### config.mk
export PLATFORM = sky130hd
export DESIGN_NAME = hgpd_isqrt
export DESIGN_NICKNAME = d
export VERILOG_FILES = /design/src/hgpd_pkg.sv /design/src/hgpd_isqrt.sv
export SDC_FILE = /design/constraint.sdc
export NUM_CORES = 2
export LEC_CHECK = 0
export BUFFER_PORTS_ARGS = -buffer_cell sky130_fd_sc_hd__buf_2
export CAP_MARGIN = 10
export CORE_MARGIN = 3
export CORE_UTILIZATION = 60
export CTS_CLUSTER_DIAMETER = 40
export DETAILED_ROUTE_END_ITERATION = 16
export GPL_TIMING_DRIVEN = 0
export HOLD_SLACK_MARGIN = 0.1
export PLACE_DENSITY = 0.76
export SETUP_SLACK_MARGIN = 0.1
export SLEW_MARGIN = 10
export SYNTH_ARGS = -nofsm -noshare
export SYNTH_HDL_FRONTEND = slang
export SYNTH_SLANG_ARGS = --single-unit
### constraint.sdc
create_clock -name clk_i -period 9.2 [get_ports clk_i]
set_input_delay 0.46 -clock clk_i [delete_from_list [all_inputs] [get_ports clk_i]]
set_output_delay 0.46 -clock clk_i [all_outputs]
set_load 0.03 [all_outputs]
### src/hgpd_pkg.sv
// hgpd_pkg: shared constants, types and helper functions for the guidance pipeline
// no dependencies; imported by every module of the block but hgpd_delay

package hgpd_pkg;

  // command limit and cordic depth defaults
  localparam int MAX_COMMAND   = 9600;
  localparam int CORDIC_STAGES = 16;

  // datapath widths
  localparam int XY_W    = 33;  // cordic x/y, Q.30 with headroom
  localparam int Z_W     = 28;  // cordic angle, Q.24
  localparam int SQ_W    = 62;  // radicand, squared distance in Q.28
  localparam int RT_W    = 31;  // root, distance in Q.14
  localparam int DIV_N_W = 52;  // rounded dividend magnitude
  localparam int DIV_Q_W = 15;  // quotient bits kept before saturation

  // fixed point constants
  localparam logic signed [Z_W-1:0]  PI_Q24      = 28'sd52707179;
  localparam logic signed [Z_W-1:0]  HALF_PI_Q24 = 28'sd26353589;
  localparam logic signed [XY_W-1:0] GAIN_K_Q30  = 33'sd652032874;
  localparam logic signed [24:0]     PI_Q20      = 25'sd3294199;
  localparam logic signed [24:0]     TWO_PI_Q20  = 25'sd6588397;
  localparam logic [RT_W-1:0]        POS_LIMIT   = 31'd163840;
  localparam logic [15:0]            SPEED_LIMIT = 16'd2560;
  localparam logic [49:0]            NEAR_SQ     = 50'd2621;

  // register map
  typedef enum logic [1:0] {
    REG_SPEED_KP = 2'd0,
    REG_SPEED_KD = 2'd1,
    REG_TURN_KP  = 2'd2,
    REG_TURN_KD  = 2'd3
  } reg_idx_e;

  // cordic arctangent table, Q.24
  function automatic logic signed [Z_W-1:0] atan_q24(input int unsigned idx);
    logic signed [Z_W-1:0] r;
    case (idx)
      0:  r = 28'sd13176795;
      1:  r = 28'sd7778716;
      2:  r = 28'sd4110060;
      3:  r = 28'sd2086331;
      4:  r = 28'sd1047214;
      5:  r = 28'sd524117;
      6:  r = 28'sd262123;
      7:  r = 28'sd131069;
      8:  r = 28'sd65536;
      9:  r = 28'sd32768;
      10: r = 28'sd16384;
      11: r = 28'sd8192;
      12: r = 28'sd4096;
      13: r = 28'sd2048;
      14: r = 28'sd1024;
      15: r = 28'sd512;
      16: r = 28'sd256;
      17: r = 28'sd128;
      18: r = 28'sd64;
      19: r = 28'sd32;
      20: r = 28'sd16;
      21: r = 28'sd8;
      22: r = 28'sd4;
      23: r = 28'sd2;
      default: r = '0;
    endcase
    return r;
  endfunction

  // symmetric saturation to the command limit
  function automatic logic signed [15:0] sat_cmd(input logic signed [65:0] v);
    logic signed [15:0] r;
    if (v > 66'(MAX_COMMAND)) r = 16'(MAX_COMMAND);
    else if (v < -66'(MAX_COMMAND)) r = -16'(MAX_COMMAND);
    else r = 16'(v);
    return r;
  endfunction

endpackage

### src/hgpd_isqrt.sv
// hgpd_isqrt: pipelined integer square root, one root bit per stage
// depends on hgpd_pkg for the radicand and root widths

module hgpd_isqrt (
  input  logic                       clk_i,
  input  logic                       en_i,
  input  logic [hgpd_pkg::SQ_W-1:0]  value_i,
  output logic [hgpd_pkg::RT_W-1:0]  root_o
);
  import hgpd_pkg::*;

  logic [SQ_W:0]   rem_q [RT_W-1];
  logic [RT_W-1:0] rt_q  [RT_W];

  for (genvar i = 0; i < RT_W; i++) begin : g_stage
    localparam int K = RT_W - 1 - i;
    logic [SQ_W:0]   rem_in;
    logic [RT_W-1:0] rt_in;
    logic [SQ_W:0]   trial;
    logic            take;

    if (i == 0) begin : g_first
      assign rem_in = {1'b0, value_i};
      assign rt_in  = '0;
    end else begin : g_next
      assign rem_in = rem_q[i-1];
      assign rt_in  = rt_q[i-1];
    end

    // (2r + 2^k) * 2^k against the running remainder
    assign trial = ((SQ_W+1)'(rt_in) << (K + 1)) + ((SQ_W+1)'(1) << (2 * K));
    assign take  = rem_in >= trial;

    always_ff @(posedge clk_i) begin
      if (en_i) rt_q[i] <= take ? (rt_in | (RT_W'(1) << K)) : rt_in;
    end

    if (i < RT_W - 1) begin : g_rem
      always_ff @(posedge clk_i) begin
        if (en_i) rem_q[i] <= take ? (rem_in - trial) : rem_in;
      end
    end
  end

  assign root_o = rt_q[RT_W-1];

endmodule

======== Yosys cells after proc, flatten, opt, wreduce, memory -nomap -nowiden ========
Memory sizes are Yosys's and may differ from the RTL's.
Cells that the tools add are included.
storage, ports and cells
  register bits after elaboration ......... 0
  latch bits .............................. 0
  bits in writable memories ............... 2851
  bits in read-only memories .............. 0
  bits of input ports ..................... 64
  output and inout port bits .............. 31
  logic and storage cells ................. 156
  memories kept ........................... 2
memory list
  name   words  width  rd ports  clocked after memory_dff  write ports  line              text
  rem_q  30     63     30        0                         30           hgpd_isqrt.sv:12  logic [SQ_W:0] rem_q [RT_W-1];
  rt_q   31     31     31        0                         31           hgpd_isqrt.sv:13  logic [RT_W-1:0] rt_q [RT_W];
cells by class
  add/subtract/negate cells ............... 60
  multipliers ............................. 0
  div/mod/pow operators ................... 0
  order comparisons ....................... 31
  equality and inequality tests ........... 0
  shift operators ......................... 0
  multiplexer cells ....................... 63
  bitwise gates (word level) .............. 0
  reduce and logical (&&, ||, !) cells .... 0
operator list
  cell                                              count
  63-bit two-way mux                                30
  63-bit by 33-bit >= comparator with 1-bit output  1
  63-bit by 34-bit >= comparator with 1-bit output  1
  63-bit by 35-bit >= comparator with 1-bit output  1
  63-bit by 36-bit >= comparator with 1-bit output  1
  63-bit by 37-bit >= comparator with 1-bit output  1
  63-bit by 38-bit >= comparator with 1-bit output  1
  63-bit by 39-bit >= comparator with 1-bit output  1
  63-bit by 40-bit >= comparator with 1-bit output  1
  63-bit by 41-bit >= comparator with 1-bit output  1
  63-bit by 42-bit >= comparator with 1-bit output  1
  63-bit by 43-bit >= comparator with 1-bit output  1
  63-bit by 44-bit >= comparator with 1-bit output  1
  63-bit by 45-bit >= comparator with 1-bit output  1
  63-bit by 46-bit >= comparator with 1-bit output  1
  63-bit by 47-bit >= comparator with 1-bit output  1
  63-bit by 48-bit >= comparator with 1-bit output  1
  63-bit by 49-bit >= comparator with 1-bit output  1
  63-bit by 50-bit >= comparator with 1-bit output  1
  63-bit by 51-bit >= comparator with 1-bit output  1
  63-bit by 52-bit >= comparator with 1-bit output  1
  63-bit by 53-bit >= comparator with 1-bit output  1
  63-bit by 54-bit >= comparator with 1-bit output  1
  63-bit by 55-bit >= comparator with 1-bit output  1
  99 further kinds                                  101

======== Depth between registers and ports, before layout ========
An unclocked memory read counts as a cell.
  depth after elaboration ................. 4
  mapped depth ............................ 14

======== Least setup slack after synthesis ========
No wires, ideal clock.
  path type ............................... register to register
  start ................................... memory rem_q[1][365] in the netlist's numbering
  end ..................................... memory rem_q[1][432] in the netlist's numbering (data pin)
  arrival ................................. 3.360 ns
  required time ........................... 8.929 ns
  path slack .............................. 5.569 ns
  cell stages (with the launch flop) ...... 12
  path through ............................ edfxtp_1 -> or4_4 -> or4_1 -> or3_1 -> or3_1 -> or4_1 -> a31oi_2 -> buf_6 -> a311o_4 -> buf_6 -> nor4_1 -> xor2_1
RTL lines
  element          line
  start, declared  hgpd_isqrt.sv:12

==> results.py <==
metrics = {
    "yosys": {
        "syn-num-nets": 9741,
        "yosysMostFrequentCell": "edfxtp_1",
        "ys_seq_area_frac": 0.623,
        "synthCells": 9152,
        "synth_top_area_cell": "edfxtp_1",
        "synth_top_area_frac": 0.623,
        "synthTopCellsByCount": "edfxtp_1, nor2_1, inv_1, a21oi_1, ha_1",
        "yosysUniqueCellTypes": 88,
        "synth_area_leaders": "edfxtp_1, ha_1, xnor2_1",
        "async_flop_share": 0,
        "synth_edf_count": 2386,
        "syn_area_per_cell_sq_um": 12.6,
        "synth_warnings": 0,
        "ys_ff_latch": 2386,
        "synth_ff_type": "edfxtp_1",
        "netlist_area_sq_um": 115000,
    },
    "critical_path": {
        "reg2reg_from": "rt_q[1][345]$_DFFE_PP_",
        "crit_path_end": "rem_q[1][782]$_DFFE_PP_",
        "crit_buf_inv": 4,
        "critical-path-slowest-cell": "o41ai_1",
        "cp_data_arrival_time_ps": 6060,
        "critPathKind": "reg -> reg",
        "crit_start": "rt_q[1][345]$_DFFE_PP_",
        "cpLargestDelayFamily": "compound AO/OA/AOI/OAI gates",
        "worstPathMaxFanout": 11,
        "r2r_slack_ps": 3700,
        "start_kind": "register",
        "crit_cells": 12,
        "worstReg2RegEnd": "rem_q[1][782]$_DFFE_PP_",
        "cp.required_ps": 9760,
        "max_stage_delay_ps": 680,
        "cp-end-kind": "register",
        "crit_chain": "inv_1 > ha_1 > o211ai_1 > a211oi_1 > o21ai_0 > a31oi_1 > nor3b_1 > o41ai_1 > clkbuf_1 > buf_2 > buf_1 > a21oi_1",
        "rr_worst_depth": 12,
    },
    "clock_network": {
        "cts_buffer_depth": 4,
        "clk_pin_slew_ps": 70,
        "cts_inserted_buffers": 348,
        "post_cts_resized": 0,
        "cts_tree": "yes",
        "htreeDepth": 5,
        "clock_tree.root_cell": "clkbuf_16",
        "cts.sinks": 2386,
        "clk_latency_ps": 940,
    },
    "sta": {
        "fmax_ghz": 0.182,
        "hold_violations": 0,
        "fin_worst_skew_ps": 73.8,
        "period_share": 0.598,
        "rsz0062_at_grt": "no",
        "period_needed_ps": 5500,
        "tns_ps": 0,
        "worst_pin_slew_ps": 1250,
        "slew_violations": 0,
        "setup_viol": 0,
        "slew_headroom": 0.158,
    },
    "place": {
        "dp_hpwl_um": 211000,
        "finalWeightedCongestion": 0.948,
        "io_buffers": 94,
    },
    "power": {
        "internal-power_mw": 24.7,
        "power.share.switching": 0.293,
        "ir_drop_uv": 219,
        "power_frac_seq": 0.427,
        "clock_power_share": 0.381,
        "p_leak_nw": 49.5,
        "pwr_density_cell_nw_per_um2": 266,
        "combinationalPowerShare": 0.193,
        "switchingPower_mw": 10.2,
    },
    "detailed_routing": {
        "dr.pass1.iters": 6,
        "vias_per_cell": 6.19,
        "ant_nets": 0,
        "wl_met2_um": 135000,
        "drt-initial-drc-count": 8472,
        "wl_met1_um": 128000,
        "wire_per_inst_um": 23.4,
        "top_layer_used": "met5",
        "dr_wl_met3_um": 22100,
        "drt-total-wl_um": 291000,
        "vias": 77188,
        "drc_errors": 0,
    },
    "final_layout": {
        "drive_gt1_frac": 0.0868,
        "fill_cells": 13071,
        "finalNetCount": 10265,
        "postLayoutCoreUtil": 0.690,
        "register_area_sq_um": 71600,
        "syn2layout_area_growth_pct": 14.3,
        "multi_input_area_sq_um": 40200,
    },
    "floorplan": {
        "row_count": 160,
        "die_h_um": 444,
        "pin_count": 95,
        "initial_utilization": 0.604,
        "die_x_um": 444,
        "core-area_sq_um": 190000,
        "dieArea_sq_um": 197000,
    },
    "global_route": {
        "grt_pass1_vias": 75079,
        "gr-usage-all-layers": 0.292,
        "grt_pass1_wl_um": 444000,
        "antenna_found_initial": 21,
        "grt_overflow": 0,
        "grt_max_degree": 175,
    },
    "hold_path": {
        "hp-class": "in -> reg",
    },
    "outcome": {
        "status": "finished clean",
    },
    "flow_run": {
        "drv_cap": 0,
    },
}
==> layout make-up <==
type / instances / area share
Sequential cell: 2386 / 0.545
Multi-Input combinational cell: 5930 / 0.306
Clock buffer: 384 / 0.0688
Tap cell: 2511 / 0.0239
Clock inverter: 236 / 0.0202
Inverter: 649 / 0.0185
Timing Repair Buffer: 174 / 0.0118
Buffer: 187 / 0.00554
Antenna cell: 5 / 0.0000953
==> worst reg2reg max path: stages, from the launching register on <==
cell	delay (ps)
edfxtp_1	380
inv_1	60
ha_1	430
o211ai_1	170
a211oi_1	380
o21ai_0	270
a31oi_1	510
nor3b_1	250
o41ai_1	680
clkbuf_1	670
buf_2	460
buf_1	650
a21oi_1	250
==> layout by cell type (no fill, tap or decap), types with 346 or more instances in the layout <==
cell type and instances:
xor2_1 372, nor2_1 670, edfxtp_1 2386, xnor2_1 486
nand2_1 471, clkbuf_16 357, a21oi_1 626, o21ai_0 346
inv_1 647, ha_1 525
==> logic make-up (layout without fill, tap and decap cells) <==
group                    after synthesis  after routing  synth area share
flip-flops                          2386           2386             0.623
multiplexers                         109            109            0.0106
XOR/XNOR                             858            858            0.0654
AO/OA/AOI/OAI                       1702           1702            0.0920
other                                  0              5                 0
buffers and inverters                836           1630            0.0275
AND/OR/NAND/NOR                     2736           2736             0.124
adder cells (fa/ha/maj)              525            525            0.0571
==> what timing repair did <==
action                    in CTS  in global routing
hold endpoints to repair     119                  0
hold buffers                  64                  0
buffers inserted               0                  0
==> state kept, by name (all words and copies together), names as in the netlist <==
register,cells
rt_q,496
rem_q,1890
==> worst min-delay path by stage <==
stage                                 start  depth (start not counted)  slack, ps                 endpoint
floorplan           rem_q[0][357]$_DFFE_PP_                          0        420  rem_q[0][420]$_DFFE_PP_
CTS                             value_i[37]                          2        170   rem_q[0][37]$_DFFE_PP_
global placement     rem_q[1][75]$_DFFE_PP_                          0        420  rem_q[1][138]$_DFFE_PP_
detailed placement  rem_q[0][894]$_DFFE_PP_                          0        430  rem_q[0][957]$_DFFE_PP_
finish                          value_i[20]                          2        250   rem_q[0][20]$_DFFE_PP_
global route                    value_i[12]                          2        200   rem_q[0][12]$_DFFE_PP_
==> power by group through the flow <==
stage / logic (mW) / clock network (mW) / registers [mW]
after global routing: 7.43 / 14.0 / 15.0
final: 6.73 / 13.3 / 14.9
after floorplan: 4.83 / 0 / 14.6
after CTS: 6.64 / 13.5 / 14.9
after global placement: 6.42 / 0 / 15.9
after detailed placement: 6.55 / 0 / 15.1
==> metal layers <==
metal  GRT usage  vias up
li1            -    35580
met1       0.429    37914
met2       0.458     3161
met3      0.0475      525
met4      0.0750        8
met5           0        -
==> stage by stage <==
step | area, sq um | std cells | worst slack, ps | power (mW) | hold WS (ps)
after floorplan | 115000 | 9152 | 5570 | 19.4 | 417
after global placement | 119000 | 11757 | -28010 | 22.3 | 423
after detailed placement | 119000 | 11773 | 3970 | 21.6 | 426
after CTS | 131000 | 12457 | 3890 | 35.0 | 172
after global routing | 131000 | 12460 | 3520 | 36.4 | 195
final | 131000 | 12462 | 3700 | 35.0 | 245
Power figures use the tool's default switching activity.
