### config.mk
export PLATFORM = sky130hd
export DESIGN_NAME = hgpd_divider
export DESIGN_NICKNAME = d
export VERILOG_FILES = /design/src/hgpd_pkg.sv /design/src/hgpd_divider.sv
export SDC_FILE = /design/constraint.sdc
export NUM_CORES = 2
export LEC_CHECK = 0
export BUFFER_PORTS_ARGS = -buffer_cell sky130_fd_sc_hd__buf_2
export CAP_MARGIN = 20
export CORE_MARGIN = 8
export CORE_UTILIZATION = 40
export DETAILED_ROUTE_END_ITERATION = 8
export SETUP_SLACK_MARGIN = 0.05
export SYNTH_ARGS = -nofsm -noshare
export SYNTH_HDL_FRONTEND = slang
export SYNTH_SLANG_ARGS = --single-unit
### constraint.sdc
create_clock -name clk_i -period 3.3 [get_ports clk_i]
set_input_delay 0.33 -clock clk_i [delete_from_list [all_inputs] [get_ports clk_i]]
set_output_delay 0.33 -clock clk_i [all_outputs]
set_load 0.01 [all_outputs]
### src/hgpd_pkg.sv
// hgpd_pkg: shared constants, types and helper functions for the guidance pipeline
// no dependencies; imported by every module of the block but hgpd_delay

package hgpd_pkg;

  // command limit and cordic depth defaults
  localparam int MAX_COMMAND   = 9600;
  localparam int CORDIC_STAGES = 16;

  // datapath widths
  localparam int XY_W    = 33;  // cordic x/y, Q.30 with headroom
  localparam int Z_W     = 28;  // cordic angle, Q.24
  localparam int SQ_W    = 62;  // radicand, squared distance in Q.28
  localparam int RT_W    = 31;  // root, distance in Q.14
  localparam int DIV_N_W = 52;  // rounded dividend magnitude
  localparam int DIV_Q_W = 15;  // quotient bits kept before saturation

  // fixed point constants
  localparam logic signed [Z_W-1:0]  PI_Q24      = 28'sd52707179;
  localparam logic signed [Z_W-1:0]  HALF_PI_Q24 = 28'sd26353589;
  localparam logic signed [XY_W-1:0] GAIN_K_Q30  = 33'sd652032874;
  localparam logic signed [24:0]     PI_Q20      = 25'sd3294199;
  localparam logic signed [24:0]     TWO_PI_Q20  = 25'sd6588397;
  localparam logic [RT_W-1:0]        POS_LIMIT   = 31'd163840;
  localparam logic [15:0]            SPEED_LIMIT = 16'd2560;
  localparam logic [49:0]            NEAR_SQ     = 50'd2621;

  // register map
  typedef enum logic [1:0] {
    REG_SPEED_KP = 2'd0,
    REG_SPEED_KD = 2'd1,
    REG_TURN_KP  = 2'd2,
    REG_TURN_KD  = 2'd3
  } reg_idx_e;

  // cordic arctangent table, Q.24
  function automatic logic signed [Z_W-1:0] atan_q24(input int unsigned idx);
    logic signed [Z_W-1:0] r;
    case (idx)
      0:  r = 28'sd13176795;
      1:  r = 28'sd7778716;
      2:  r = 28'sd4110060;
      3:  r = 28'sd2086331;
      4:  r = 28'sd1047214;
      5:  r = 28'sd524117;
      6:  r = 28'sd262123;
      7:  r = 28'sd131069;
      8:  r = 28'sd65536;
      9:  r = 28'sd32768;
      10: r = 28'sd16384;
      11: r = 28'sd8192;
      12: r = 28'sd4096;
      13: r = 28'sd2048;
      14: r = 28'sd1024;
      15: r = 28'sd512;
      16: r = 28'sd256;
      17: r = 28'sd128;
      18: r = 28'sd64;
      19: r = 28'sd32;
      20: r = 28'sd16;
      21: r = 28'sd8;
      22: r = 28'sd4;
      23: r = 28'sd2;
      default: r = '0;
    endcase
    return r;
  endfunction

  // symmetric saturation to the command limit
  function automatic logic signed [15:0] sat_cmd(input logic signed [65:0] v);
    logic signed [15:0] r;
    if (v > 66'(MAX_COMMAND)) r = 16'(MAX_COMMAND);
    else if (v < -66'(MAX_COMMAND)) r = -16'(MAX_COMMAND);
    else r = 16'(v);
    return r;
  endfunction

endpackage

### src/hgpd_divider.sv
// hgpd_divider: pipelined restoring divider, one quotient bit per stage, overflow flag
// depends on hgpd_pkg for dividend, divisor and quotient widths

module hgpd_divider (
  input  logic                          clk_i,
  input  logic                          en_i,
  input  logic [hgpd_pkg::DIV_N_W-1:0]  num_i,
  input  logic [hgpd_pkg::RT_W-1:0]     den_i,
  output logic [hgpd_pkg::DIV_Q_W-1:0]  quot_o,
  output logic                          ovf_o
);
  import hgpd_pkg::*;

  logic [DIV_N_W-1:0] rem_q [DIV_Q_W];
  logic [RT_W-1:0]    den_q [DIV_Q_W];
  logic [DIV_Q_W-1:0] quo_q [DIV_Q_W+1];
  logic               ovf_q [DIV_Q_W+1];

  // quotient would not fit in the kept bits
  always_ff @(posedge clk_i) begin
    if (en_i) begin
      rem_q[0] <= num_i;
      den_q[0] <= den_i;
      quo_q[0] <= '0;
      ovf_q[0] <= num_i[DIV_N_W-1:DIV_Q_W] >= (DIV_N_W-DIV_Q_W)'(den_i);
    end
  end

  for (genvar j = 0; j < DIV_Q_W; j++) begin : g_bit
    localparam int K = DIV_Q_W - 1 - j;
    logic [DIV_N_W-1:0] trial;
    logic               take;
    assign trial = DIV_N_W'(den_q[j]) << K;
    assign take  = rem_q[j] >= trial;

    always_ff @(posedge clk_i) begin
      if (en_i) begin
        quo_q[j+1] <= take ? (quo_q[j] | (DIV_Q_W'(1) << K)) : quo_q[j];
        ovf_q[j+1] <= ovf_q[j];
      end
    end
    if (j < DIV_Q_W - 1) begin : g_pass
      always_ff @(posedge clk_i) begin
        if (en_i) begin
          rem_q[j+1] <= take ? (rem_q[j] - trial) : rem_q[j];
          den_q[j+1] <= den_q[j];
        end
      end
    end
  end

  assign quot_o = quo_q[DIV_Q_W];
  assign ovf_o  = ovf_q[DIV_Q_W];

endmodule

; ---- Yosys cells after proc, flatten, opt, wreduce, memory -nomap -nowiden
; Memory sizes are Yosys's and may differ from the RTL's.
; Cells that the tools add are included.
[totals]
register_bits = 0
ramBits = 1501
n_memories = 4
[op_classes]
add_sub_neg = 14
order_cmp = 16
muxes = 31
[memory_table]
columns = name, words, width, read_ports, rd_ports_with_merged_regs, wr, line_no
row1 = rem_q, 15, 52, 15, 0, 15, hgpd_divider.sv:14  ; logic [DIV_N_W-1:0] rem_q [DIV_Q_W];
row2 = den_q, 15, 31, 15, 0, 15, hgpd_divider.sv:15  ; logic [RT_W-1:0] den_q [DIV_Q_W];
row3 = quo_q, 16, 15, 16, 0, 16, hgpd_divider.sv:16  ; logic [DIV_Q_W-1:0] quo_q [DIV_Q_W+1];
row4 = ovf_q, 16, 1, 16, 0, 16, hgpd_divider.sv:17  ; logic ovf_q [DIV_Q_W+1];
[ops]
columns = cell, n
row1 = 2-to-1 mux 52 bit, 14
row2 = greater-or-equal comparator 52 x 31 -> 1 bit, 1
row3 = greater-or-equal comparator 52 x 32 -> 1 bit, 1
row4 = greater-or-equal comparator 52 x 33 -> 1 bit, 1
row5 = greater-or-equal comparator 52 x 34 -> 1 bit, 1
row6 = greater-or-equal comparator 52 x 35 -> 1 bit, 1
row7 = greater-or-equal comparator 52 x 36 -> 1 bit, 1
row8 = greater-or-equal comparator 52 x 37 -> 1 bit, 1
row9 = greater-or-equal comparator 52 x 38 -> 1 bit, 1
row10 = greater-or-equal comparator 52 x 39 -> 1 bit, 1
row11 = greater-or-equal comparator 52 x 40 -> 1 bit, 1
row12 = greater-or-equal comparator 52 x 41 -> 1 bit, 1
row13 = greater-or-equal comparator 52 x 42 -> 1 bit, 1
row14 = greater-or-equal comparator 52 x 43 -> 1 bit, 1
row15 = greater-or-equal comparator 52 x 44 -> 1 bit, 1
row16 = greater-or-equal comparator 52 x 45 -> 1 bit, 1
row17 = subtractor 52 x 32 -> 52 bit, 1
row18 = subtractor 52 x 33 -> 52 bit, 1
row19 = subtractor 52 x 34 -> 52 bit, 1
row20 = subtractor 52 x 35 -> 52 bit, 1
row21 = subtractor 52 x 36 -> 52 bit, 1
row22 = subtractor 52 x 37 -> 52 bit, 1
row23 = subtractor 52 x 38 -> 52 bit, 1
row24 = subtractor 52 x 39 -> 52 bit, 1
row25 = other kinds (22), 24

; ---- Depth between registers and ports, before layout
; An unclocked memory read counts as a cell.
[logic_depth]
depth_word = 3
depth_mapped = 16
ltp_nobuf = 14

; ---- Least setup slack after synthesis
; No wires, ideal clock.
[synth_path]
kind = reg2reg
startpoint = memory den_q[2][0] (netlist: den_q[0][62])
endpoint = memory rem_q[3][49] (data pin)
setup_ns = 0.259
arrival_time_ns = 2.974
t_required_ns = 3.041
path_slack_ns = 0.067
stages_incl_launch_ff = 15
n_path_buf = 2
synth_period_minus_slack_ns = 3.233
cell_sequence = edfxtp_1 ha_1 fa_1 nand2b_1 a21oi_1 a21oi_1 o22ai_1 a221o_1 a21oi_1 and2_1 buf_2 inv_1 clkbuf_1 nand3_1 xnor2_1
[synth_rtl]
columns = element, line_no
row1 = "start, declared", hgpd_divider.sv:15
row2 = "end, declared", hgpd_divider.sv:14

==> qor.yml <==
clock_network:
  clk_pin_slew_worst_paths_ns: 0.06
  htreeDepth: 4
  insertion_delay_ns: 0.81
  tritoncts: "done"
  cts_max_path_buffers: 3
  cts-root-buf: "clkbuf_16"
  cts.sinks: 1381
  cts_buffers: 161
cells_and_area:
  multi_input_area_sq_um: 36600
  nFillCells: 16400
  n_antenna_cell: 0
  utilization: 0.531
  final_cells: 11300
  regArea_sq_um: 41500
  area_delta_synth_final_pct: 31.8
  final_nets: 9203
  finalInstanceArea_sq_um: 102000
  drive_gt1_frac: 0.280
timing:
  fin_crit_sh: 1.03
  relSlewSlack: 0.269
  hold_slack_ns: 0.250
  worst_pin_slew_ns: 1.09
  rsz0062_at_grt: "true"
  skew_ns: 0.0381
  finalWorstSetupSlack_ns: -0.0925
  hold_viol: 0
  fin_tns_setup_ns: -1.58
  max_freq_ghz: 0.295
  setup_viol_count_final: 43
  min_period_ns: 3.39
  slew_viol_final: 0
place:
  place_congestion: 0.927
  dp_cells: 10700
  pre_cts_slack_ns: -0.835
  hpwl_um: 152000
  postPlaceCellArea_sq_um: 90100
  port_buffers: 100
yosys:
  synth.distinct_cells: 106
  ys_seq_elements: 1381
  synth_area_per_cell_sq_um: 11.0
  synth-main-ff-cell: "edfxtp_1"
  synth_edf_count: 1381
  synthesis.nets: 7665
  ys_seq_area_frac: 0.534
  async_flop_share: 0
  netlist_area_sq_um: 77700
  yosysWarnings: 0
  synthCells: 7070
critical_path:
  crit_start: "rem_q[12][29]$_DFFE_PP_"
  cp-start-kind: "flip-flop"
  crit_end: "rem_q[13][42]$_DFFE_PP_"
  cp.arrival_ns: 3.94
  endpoint_kind: "flip-flop"
  worst-r2r-cell-count: 11
  path_class: "flip-flop to flip-flop"
  crit_cells: 11
  cp_top_family: "simple AND/OR/NAND/NOR gates"
  reg2reg_slack_ns: -0.09
  cp_num_buf_inv: 1
  r2r_start: "rem_q[12][29]$_DFFE_PP_"
  timing.rr.end: "rem_q[13][42]$_DFFE_PP_"
  crit_required_ns: 3.84
  cpMaxStageDelayCell: "edfxtp_1"
  critPathMaxFanout: 7
  path_cells: "ha_1 -> nand4_1 -> or2_1 -> a2111o_1 -> a31oi_4 -> buf_6 -> or2_4 -> nor3b_4 -> nand3_4 -> nor4b_4 -> xor2_1"
  max_stage_delay_ns: 0.45
floorplanning:
  ios: 101
  initial_utilization: 0.403
  dieArea_sq_um: 209000
  die_x_um: 457
  placementRows: 161
  die_h_um: 457
  core_area_sq_um: 193000
route:
  post_drt_wl_per_cell_um: 18.1
  top_layer: "met4"
  post-route-drc-count: 0
  avgViaCountPerCell: 5.17
  drt_iter0_drc: 2739
  ant_nets: 0
  drt_wl_total_um: 203000
  dr_wl_met2_um: 111000
  wl_met3_um: 5280
  wl_met1_um: 70300
  vias: 58200
  dr.pass1.iters: 6
global_route:
  grt_pass1_wl_um: 309000
  grt_max_degree: 116
  grt_pass1_vias: 61100
  grt_usage: 0.182
  grt_antenna_before_repair: 0
  grt-ovfl-total: 0
outcome:
  violations: "setup timing"
  status: "complete, but fails checks"
pwr:
  vdd_drop_max_uv: 490
  finalPower_mw: 82.7
  power.density_nw_per_um2: 809
  p_leak_nw: 42.0
job:
  cap_violations: 0
min_path:
  hold_class: "input pin to flip-flop"
  hold_path.startpoint: "num_i[0]"
-- worst reg2reg max path: cells and delay by family (launching register included) --
| kind | cells | cell delay [ns] |
|---|---|---|
| and+or+nand+nor | 6 | 1.55 |
| buffers and inverters | 1 | 0.15 |
| xor gates and xnor gates | 1 | 0.10 |
| DFF | 1 | 0.45 |
| AOI/OAI and AO/OA | 2 | 0.53 |
| adders and majority gates | 1 | 0.33 |
-- cell usage after synthesis, types with 36 or more instances --
library cell / instances / share of area
nand3_1: 128 / 0.0082
xnor2_1: 346 / 0.039
a31oi_1: 56 / 0.0045
o21bai_1: 58 / 0.0056
and3_1: 40 / 0.0032
a21o_1: 267 / 0.026
nand2b_1: 67 / 0.0054
o21a_1: 60 / 0.0058
nor3_1: 112 / 0.0072
nand2_1: 470 / 0.023
ha_1: 496 / 0.080
a211oi_1: 45 / 0.0044
o21ai_0: 344 / 0.022
xor2_1: 225 / 0.025
nor2b_1: 61 / 0.0049
inv_1: 642 / 0.031
nor2_1: 530 / 0.026
clkbuf_1: 151 / 0.0073
o211ai_1: 36 / 0.0035
mux2_2: 88 / 0.013
buf_2: 52 / 0.0034
nand4_1: 130 / 0.010
edfxtp_1: 1381 / 0.53
a21oi_1: 695 / 0.045
nor4_1: 71 / 0.0057
or3_1: 43 / 0.0035
-- cell families after synthesis --
group / after synthesis / share of synthesized area
buf+inv: 877 / 0.0441
flops: 1381 / 0.534
mux: 92 / 0.0133
compound gates: 1810 / 0.145
xor+xnor: 571 / 0.0644
simple gates: 1829 / 0.116
fa+ha+maj: 510 / 0.0835
-- metal layers --
layer	up-vias	track usage
met5	-	0
met4	0	0.116
met3	688	0.0242
met2	1207	0.367
met1	27300	0.170
li1	29000	-
-- layout make-up --
| cell class | count | share of cell area |
|---|---|---|
| tap | 2526 | 0.0309 |
| clock inverter | 100 | 0.0109 |
| inverter | 644 | 0.0237 |
| multi-input combinational | 4812 | 0.358 |
| sequential | 1381 | 0.405 |
| timing repair buffer | 1608 | 0.131 |
| clock buffer | 187 | 0.0403 |
-- timing repair --
| action | CTS | global route |
|---|---|---|
| hold buffers | 84 | 0 |
| resized for setup | 335 | 591 |
| cloned | 5 | 19 |
| setup endpoints to repair | 544 | 523 |
| hold endpoints to repair | 127 | 0 |
| setup buffers | 81 | 104 |
| pin swaps | 135 | 268 |
-- where the power goes --
part | switching (mW) | internal, mW | total [mW]
sequential | 2.35 | 24.7 | 27.0
combinational | 19.7 | 18.5 | 38.2
clock | 7.32 | 10.1 | 17.5
-- sequential cells by signal, indices dropped and copies added, names as in the netlist --
name / cells
rem_q: 780
den_q: 465
quo_q: 120
ovf_q: 16
-- worst min-delay path by stage --
stage	end	slack (ns)	cells after the start
floorplan	ovf_q[10]$_DFFE_PP_	0.40	0
global placement	quo_q[6][20]$_DFFE_PP_	0.40	0
detailed placement	quo_q[2][27]$_DFFE_PP_	0.40	0
CTS	rem_q[0][8]$_DFFE_PP_	0.17	2
global route	rem_q[0][6]$_DFFE_PP_	0.20	2
finish	rem_q[0][0]$_DFFE_PP_	0.25	2
-- cell usage in the layout (no fill, tap or decap), drive strengths merged, types with 204 or more instances in the layout --
cell	instances
o21ai	361
xor2	225
edfxtp	1381
nand2	470
clkbuf	204
buf	1506
xnor2	346
a21o	267
a21oi	695
inv	650
ha	496
nor2	530
No activity file was read; power rests on OpenSTA's default activity.
