[src/hgpd_pkg.sv]
// hgpd_pkg: shared constants, types and helper functions for the guidance pipeline
// no dependencies; imported by every module of the block but hgpd_delay

package hgpd_pkg;

  // command limit and cordic depth defaults
  localparam int MAX_COMMAND   = 9600;
  localparam int CORDIC_STAGES = 16;

  // datapath widths
  localparam int XY_W    = 33;  // cordic x/y, Q.30 with headroom
  localparam int Z_W     = 28;  // cordic angle, Q.24
  localparam int SQ_W    = 62;  // radicand, squared distance in Q.28
  localparam int RT_W    = 31;  // root, distance in Q.14
  localparam int DIV_N_W = 52;  // rounded dividend magnitude
  localparam int DIV_Q_W = 15;  // quotient bits kept before saturation

  // fixed point constants
  localparam logic signed [Z_W-1:0]  PI_Q24      = 28'sd52707179;
  localparam logic signed [Z_W-1:0]  HALF_PI_Q24 = 28'sd26353589;
  localparam logic signed [XY_W-1:0] GAIN_K_Q30  = 33'sd652032874;
  localparam logic signed [24:0]     PI_Q20      = 25'sd3294199;
  localparam logic signed [24:0]     TWO_PI_Q20  = 25'sd6588397;
  localparam logic [RT_W-1:0]        POS_LIMIT   = 31'd163840;
  localparam logic [15:0]            SPEED_LIMIT = 16'd2560;
  localparam logic [49:0]            NEAR_SQ     = 50'd2621;

  // register map
  typedef enum logic [1:0] {
    REG_SPEED_KP = 2'd0,
    REG_SPEED_KD = 2'd1,
    REG_TURN_KP  = 2'd2,
    REG_TURN_KD  = 2'd3
  } reg_idx_e;

  // cordic arctangent table, Q.24
  function automatic logic signed [Z_W-1:0] atan_q24(input int unsigned idx);
    logic signed [Z_W-1:0] r;
    case (idx)
      0:  r = 28'sd13176795;
      1:  r = 28'sd7778716;
      2:  r = 28'sd4110060;
      3:  r = 28'sd2086331;
      4:  r = 28'sd1047214;
      5:  r = 28'sd524117;
      6:  r = 28'sd262123;
      7:  r = 28'sd131069;
      8:  r = 28'sd65536;
      9:  r = 28'sd32768;
      10: r = 28'sd16384;
      11: r = 28'sd8192;
      12: r = 28'sd4096;
      13: r = 28'sd2048;
      14: r = 28'sd1024;
      15: r = 28'sd512;
      16: r = 28'sd256;
      17: r = 28'sd128;
      18: r = 28'sd64;
      19: r = 28'sd32;
      20: r = 28'sd16;
      21: r = 28'sd8;
      22: r = 28'sd4;
      23: r = 28'sd2;
      default: r = '0;
    endcase
    return r;
  endfunction

  // symmetric saturation to the command limit
  function automatic logic signed [15:0] sat_cmd(input logic signed [65:0] v);
    logic signed [15:0] r;
    if (v > 66'(MAX_COMMAND)) r = 16'(MAX_COMMAND);
    else if (v < -66'(MAX_COMMAND)) r = -16'(MAX_COMMAND);
    else r = 16'(v);
    return r;
  endfunction

endpackage

[src/hgpd_cordic.sv]
// hgpd_cordic: pipelined rotation cordic giving cos and sin of the heading in Q.30
// depends on hgpd_pkg for widths, gain, pi and the arctangent table

module hgpd_cordic #(
  parameter int Stages = hgpd_pkg::CORDIC_STAGES
) (
  input  logic                              clk_i,
  input  logic                              en_i,
  input  logic signed [15:0]                psi_i,
  output logic signed [hgpd_pkg::XY_W-1:0]  cos_o,
  output logic signed [hgpd_pkg::XY_W-1:0]  sin_o
);
  import hgpd_pkg::*;

  logic signed [XY_W-1:0] x_q [Stages+1];
  logic signed [XY_W-1:0] y_q [Stages+1];
  logic signed [Z_W-1:0]  z_q [Stages];
  logic                   flip_q [Stages+1];
  logic signed [Z_W-1:0]  z_raw, z_red;
  logic                   flip;
  logic signed [XY_W-1:0] cos_q, sin_q;

  // fold the heading into plus or minus half pi
  always_comb begin
    z_raw = Z_W'(psi_i) <<< 11;
    z_red = z_raw;
    flip  = 1'b0;
    if (z_raw > HALF_PI_Q24) begin
      z_red = z_raw - PI_Q24;
      flip  = 1'b1;
    end else if (z_raw < -HALF_PI_Q24) begin
      z_red = z_raw + PI_Q24;
      flip  = 1'b1;
    end
  end

  always_ff @(posedge clk_i) begin
    if (en_i) begin
      x_q[0]    <= GAIN_K_Q30;
      y_q[0]    <= '0;
      z_q[0]    <= z_red;
      flip_q[0] <= flip;
    end
  end

  // one micro-rotation per stage
  for (genvar i = 0; i < Stages; i++) begin : g_iter
    always_ff @(posedge clk_i) begin
      if (en_i) begin
        if (z_q[i] >= 0) begin
          x_q[i+1] <= x_q[i] - (y_q[i] >>> i);
          y_q[i+1] <= y_q[i] + (x_q[i] >>> i);
        end else begin
          x_q[i+1] <= x_q[i] + (y_q[i] >>> i);
          y_q[i+1] <= y_q[i] - (x_q[i] >>> i);
        end
        flip_q[i+1] <= flip_q[i];
      end
    end
    if (i < Stages - 1) begin : g_z
      always_ff @(posedge clk_i) begin
        if (en_i) begin
          if (z_q[i] >= 0) z_q[i+1] <= z_q[i] - atan_q24(i);
          else z_q[i+1] <= z_q[i] + atan_q24(i);
        end
      end
    end
  end

  // undo the fold
  always_ff @(posedge clk_i) begin
    if (en_i) begin
      cos_q <= flip_q[Stages] ? -x_q[Stages] : x_q[Stages];
      sin_q <= flip_q[Stages] ? -y_q[Stages] : y_q[Stages];
    end
  end

  assign cos_o = cos_q;
  assign sin_o = sin_q;

endmodule

[config.mk]
export PLATFORM = sky130hd
export DESIGN_NAME = hgpd_cordic
export DESIGN_NICKNAME = d
export VERILOG_FILES = /design/src/hgpd_pkg.sv /design/src/hgpd_cordic.sv
export SDC_FILE = /design/constraint.sdc
export NUM_CORES = 2
export LEC_CHECK = 0
export ABC_AREA = 0
export BUFFER_PORTS_ARGS = -buffer_cell sky130_fd_sc_hd__buf_2
export CAP_MARGIN = 20
export CORE_ASPECT_RATIO = 1.4
export CORE_UTILIZATION = 61
export DETAILED_ROUTE_END_ITERATION = 6
export PLACE_DENSITY = 0.79
export SYNTH_ARGS = -nofsm -noshare
export SYNTH_HDL_FRONTEND = slang
export SYNTH_SLANG_ARGS = --single-unit
[constraint.sdc]
create_clock -name clk_i -period 7.55 [get_ports clk_i]
set_input_delay 1.1325 -clock clk_i [delete_from_list [all_inputs] [get_ports clk_i]]
set_output_delay 1.1325 -clock clk_i [all_outputs]
set_load 0.03 [all_outputs]
## Word-level counts from Yosys, hierarchy flattened

Memory sizes are Yosys's and may differ from the RTL's.
Cells that the tools add are included.

- Muxes and demuxes: 151
- Magnitude comparators: 18
- Bitwise operators: 47
- Add/subtract/negate cells: 97

Operators with widths:

| operator | number |
|---|---|
| 33-bit two-way mux | 34 |
| 28-bit two-way mux | 17 |
| 28-bit by 1-bit greater-or-equal comparator with 1-bit output, second input constant | 16 |
| 1-bit two-way mux | 100 |
| 33-bit by 18-bit adder with 33-bit output | 2 |
| 33-bit by 19-bit adder with 33-bit output | 2 |
| 33-bit by 20-bit adder with 33-bit output | 2 |
| 33-bit by 21-bit adder with 33-bit output | 2 |
| 33-bit by 22-bit adder with 33-bit output | 2 |
| 33-bit by 23-bit adder with 33-bit output | 2 |
| 33-bit by 24-bit adder with 33-bit output | 2 |
| 33-bit by 25-bit adder with 33-bit output | 2 |
| 33-bit by 26-bit adder with 33-bit output | 2 |
| 33-bit by 27-bit adder with 33-bit output | 2 |
| 33-bit by 28-bit adder with 33-bit output | 2 |
| 33-bit by 29-bit adder with 33-bit output | 2 |
| 33-bit by 30-bit adder with 33-bit output | 2 |
| 33-bit by 31-bit adder with 33-bit output | 2 |
| 33-bit by 32-bit adder with 33-bit output | 2 |
| 33-bit negator | 2 |
| 33-bit by 18-bit subtractor with 33-bit output | 2 |
| 33-bit by 19-bit subtractor with 33-bit output | 2 |
| 33-bit by 20-bit subtractor with 33-bit output | 2 |
| 33-bit by 21-bit subtractor with 33-bit output | 2 |
| 46 further kinds | 106 |

- RAM bits: 1587
- Bits of input ports: 18
- Memories: 4
- Logic and storage cells: 319
- Bits in registers: 66

Memory list:

| name | words | width | read ports | clocked after memory_dff | wr ports | line | source |
|---|---|---|---|---|---|---|---|
| x_q | 17 | 33 | 17 | 0 | 17 | hgpd_cordic.sv:15 | `logic signed [XY_W-1:0] x_q [Stages+1];` |
| y_q | 17 | 33 | 17 | 0 | 17 | hgpd_cordic.sv:16 | `logic signed [XY_W-1:0] y_q [Stages+1];` |
| z_q | 16 | 28 | 16 | 0 | 16 | hgpd_cordic.sv:17 | `logic signed [Z_W-1:0] z_q [Stages];` |
| flip_q | 17 | 1 | 17 | 0 | 17 | hgpd_cordic.sv:18 | `logic flip_q [Stages+1];` |

## Depth between registers and ports, before layout

An unclocked memory read counts as a cell.

- Depth after elaboration: 6
- Gate-level depth with buffers: 21

## Worst setup path before layout

OpenSTA, ideal clock, no wires.

- Kind: input port to flip-flop
- Start point: input port en_i
- End point: memory x_q[6][29], data pin
- Slack: 1835 ps
- Stages: 19
- Library setup time: 262 ps
- Buffers on the path: 4
- Arrival: 5453 ps
- Data required time: 7288 ps
- Cell sequence: clkbuf_1 clkbuf_1 nand2_1 clkinv_1 clkbuf_1 buf_1 nor2_1 xor2_1 ha_1 a21oi_1 o21ai_0 a31oi_1 a21oi_1 a41oi_1 o22ai_1 o41a_1 a211oi_1 o21bai_1 xor2_1

RTL lines:

| what | line | source |
|---|---|---|
| from (decl) | hgpd_cordic.sv:8 | `input logic en_i,` |
| to (decl) | hgpd_cordic.sv:15 |  |

==> results.json <==
{
  "run_status": "complete, no violations",
  "whs_endpoint": "z_q[9][14]$_DFFE_PP_",
  "cts_setup_buffers": 0,
  "synth_cell_types": 102,
  "path_clk_slew_ns": 0.06,
  "die_h_um": 513,
  "clkLatencyLatePin_ns": 0.82,
  "gr-total-overflow": 0,
  "synth_cells": 11800,
  "dr.pass1.iters": 6,
  "rsz0062_at_grt": "false",
  "dieArea_mm2": 0.188,
  "hold_viol": 0,
  "clock_path_buffers": 3,
  "routabilityCongestion": 1.08,
  "utilization": 0.660,
  "synthArstFlopShare": 0,
  "syn_area_per_cell_um2": 9.65,
  "grt_use_total": 0.332,
  "htree_levels": 4,
  "fmax_ghz": 0.160,
  "yosysTopAreaCell": "edfxtp_1",
  "route.met2.wl_um": 163000,
  "slew_headroom": 0.225,
  "fin_tns_setup_ns": 0,
  "synthesis.area_mm2": 0.114,
  "drv_slew": 0,
  "worst_hold_startpoint": "z_q[8][14]$_DFFE_PP_",
  "cts_resized": 0,
  "grt_pass1_vias": 91000,
  "hp-class": "reg -> reg",
  "dp_cells": 14200,
  "cp.required_ns": 8.11,
  "initialDrtViolationCount": 6370,
  "yosysTopAreaCellShare": 0.367,
  "synth_ff_type": "edfxtp_1",
  "regArea_mm2": 0.0418,
  "wl_met1_um": 112000,
  "drive_gt1_frac": 0.0465,
  "grt_pass1_wl_um": 492000,
  "drv_cap": 0,
  "area_growth_pct": 7.43,
  "crit_path_start_kind": "register",
  "final_nets": 13200,
  "ioPinCount": 84,
  "ant_nets": 0,
  "cts_inserted_buffers": 148,
  "rr_endpoint": "y_q[10][31]$_DFFE_PP_",
  "rows": 187,
  "worst_r2r_path_depth": 18,
  "cp-end-kind": "register",
  "period_minus_slack_ns": 6.24,
  "dpl.hpwl_um": 253000,
  "wl_per_cell_um": 22.0,
  "die_x_um": 367,
  "finalCritPeriodShare": 0.826,
  "hold_buffers": 0,
  "worst_pin_slew_ns": 1.15,
  "finalClockSkew_ns": 0.0261,
  "portBuffers": 83,
  "synth_fp_nets": 13100,
  "num_vias": 91100,
  "fillCellCount": 14600,
  "hold_path_depth": 0,
  "highest_layer": "met5",
  "antenna_found_initial": 11,
  "wl_um": 319000,
  "cts_tree": "done",
  "drc": 0,
  "cts.sink_count": 1391,
  "setup_violations": 0,
  "synth_edf_count": 1391,
  "path_max_fanout": 5,
  "synth_warnings": 0,
  "cts-root-buf": "clkbuf_16",
  "via_per_inst": 6.28,
  "synth_seq_cells": 1391,
  "r2r-start": "x_q[9][15]$_DFFE_PP_",
  "r2r_slack_ns": 1.31,
  "instances_no_fill": 14500,
  "crit_type": "reg -> reg",
  "multi_input_area_mm2": 0.0691,
  "coreArea_mm2": 0.185,
  "start_util": 0.614,
  "critPathArrivalTime_ns": 6.80,
  "ys_top_cells_by_area": "edfxtp_1, ha_1, xnor2_1",
  "wl_met3_um": 14000,
  "grt_max_degree": 140,
  "yosysSeqAreaShare": 0.367
}
critical path, stage by stage (launching register included):
cell and delay, ns:
edfxtp_1 0.54, or3_1 0.44, nor3_1 0.18, nor3b_1 0.50, nand2_1 0.29, nor4_1 0.68
nor2_1 0.11, xnor2_1 0.41, ha_1 0.39, a21o_1 0.20, a21o_1 0.18, a21oi_1 0.14
nor2b_1 0.06, o41ai_1 0.89, a211oi_1 0.27, nor3_1 0.31, o31ai_1 0.11, a21oi_1 0.18
xnor2_1 0.09
layout by cell type, fill, tap and decap left out, types with 100 or more instances in the layout:
cell type     n
nor2b_1     148
a21o_1      427
edfxtp_1   1391
nor2_1      897
or3_1       100
clkbuf_16   149
o21ai_0     652
nand2_1     765
xor2_1      525
o31ai_1     151
a211oi_1    115
o21bai_1    166
nor3_1      301
nand3_1     186
ha_1       1224
xnor2_1    1207
a21oi_1    1152
inv_1       586
o21a_1      179
nand2b_1    176
synth_stat cells, types with 47 or more instances:
library cell  instances
edfxtp_1           1391
ha_1               1224
xnor2_1            1207
a21oi_1            1152
nor2_1              897
nand2_1             765
o21ai_0             652
inv_1               587
xor2_1              525
a21o_1              427
nor3_1              301
nand3_1             186
o21a_1              179
nand2b_1            176
clkbuf_1            167
o21bai_1            166
o31ai_1             151
nor2b_1             148
a211oi_1            115
or3_1               100
a31oi_1              95
and3_1               91
nor4_1               80
nand4_1              73
o41ai_1              59
mux2i_1              54
or4_1                53
and2_1               52
or2_2                49
a21boi_0             47
through the flow:
step | hold WS, ns | area (um^2) | setup slack (ns)
2_1_floorplan | 0.400 | 114000 | 1.83
3_3_place_gp | 0.401 | 117000 | 1.20
3_5_place_dp | 0.405 | 117000 | 1.04
4_1_cts | 0.420 | 122000 | 1.41
5_1_grt | 0.426 | 122000 | 1.10
6_report | 0.418 | 122000 | 1.31
logic make-up (layout without fill, tap and decap cells):
group | after synthesis | count (layout) | synth area share
adder cells (fa/ha/maj) | 1268 | 1268 | 0.142
other | 0 | 11 | 0
XOR/XNOR | 1733 | 1733 | 0.133
AO/OA/AOI/OAI | 3441 | 3441 | 0.192
AND/OR/NAND/NOR | 3080 | 3080 | 0.130
flip-flops | 1391 | 1391 | 0.367
multiplexers | 92 | 92 | 0.00851
buffers and inverters | 794 | 1029 | 0.0264
cell type report:
cell class | instances | share of cell area
multi-input combinational | 9614 | 0.565
sequential | 1391 | 0.342
tap | 2457 | 0.0251
antenna | 11 | 0.000225
inverter | 593 | 0.0182
timing repair buffer | 169 | 0.00913
clock inverter | 100 | 0.00992
clock buffer | 167 | 0.0310
sequential cells by signal, indices dropped and copies added, names as in the netlist:
name / cells
z_q: 343
y_q: 496
sin_o: 33
x_q: 470
cos_o: 33
flip_q: 16
metal layers:
layer	GRT usage	vias to the layer above
met3	0.0426	1125
li1	-	43900
met4	0.268	6
met2	0.610	2876
met1	0.333	43200
met5	0	-
how the worst max path moves through the flow:
stage | start | endpoint | slack (ns) | cells past startpoint
after global placement | en_i | y_q[16][32]$_DFFE_PP_ | 1.20 | 16
after floorplan | en_i | x_q[6][29]$_DFFE_PP_ | 1.83 | 19
after detailed placement | en_i | y_q[16][32]$_DFFE_PP_ | 1.04 | 16
after CTS | x_q[9][15]$_DFFE_PP_ | y_q[10][31]$_DFFE_PP_ | 1.41 | 18
after global routing | x_q[9][15]$_DFFE_PP_ | y_q[10][27]$_DFFE_PP_ | 1.10 | 18
final | x_q[9][15]$_DFFE_PP_ | y_q[10][31]$_DFFE_PP_ | 1.31 | 18
Power is not shown: default switching activity piles up to over one toggle a cycle in this logic, so the estimate is an artifact.
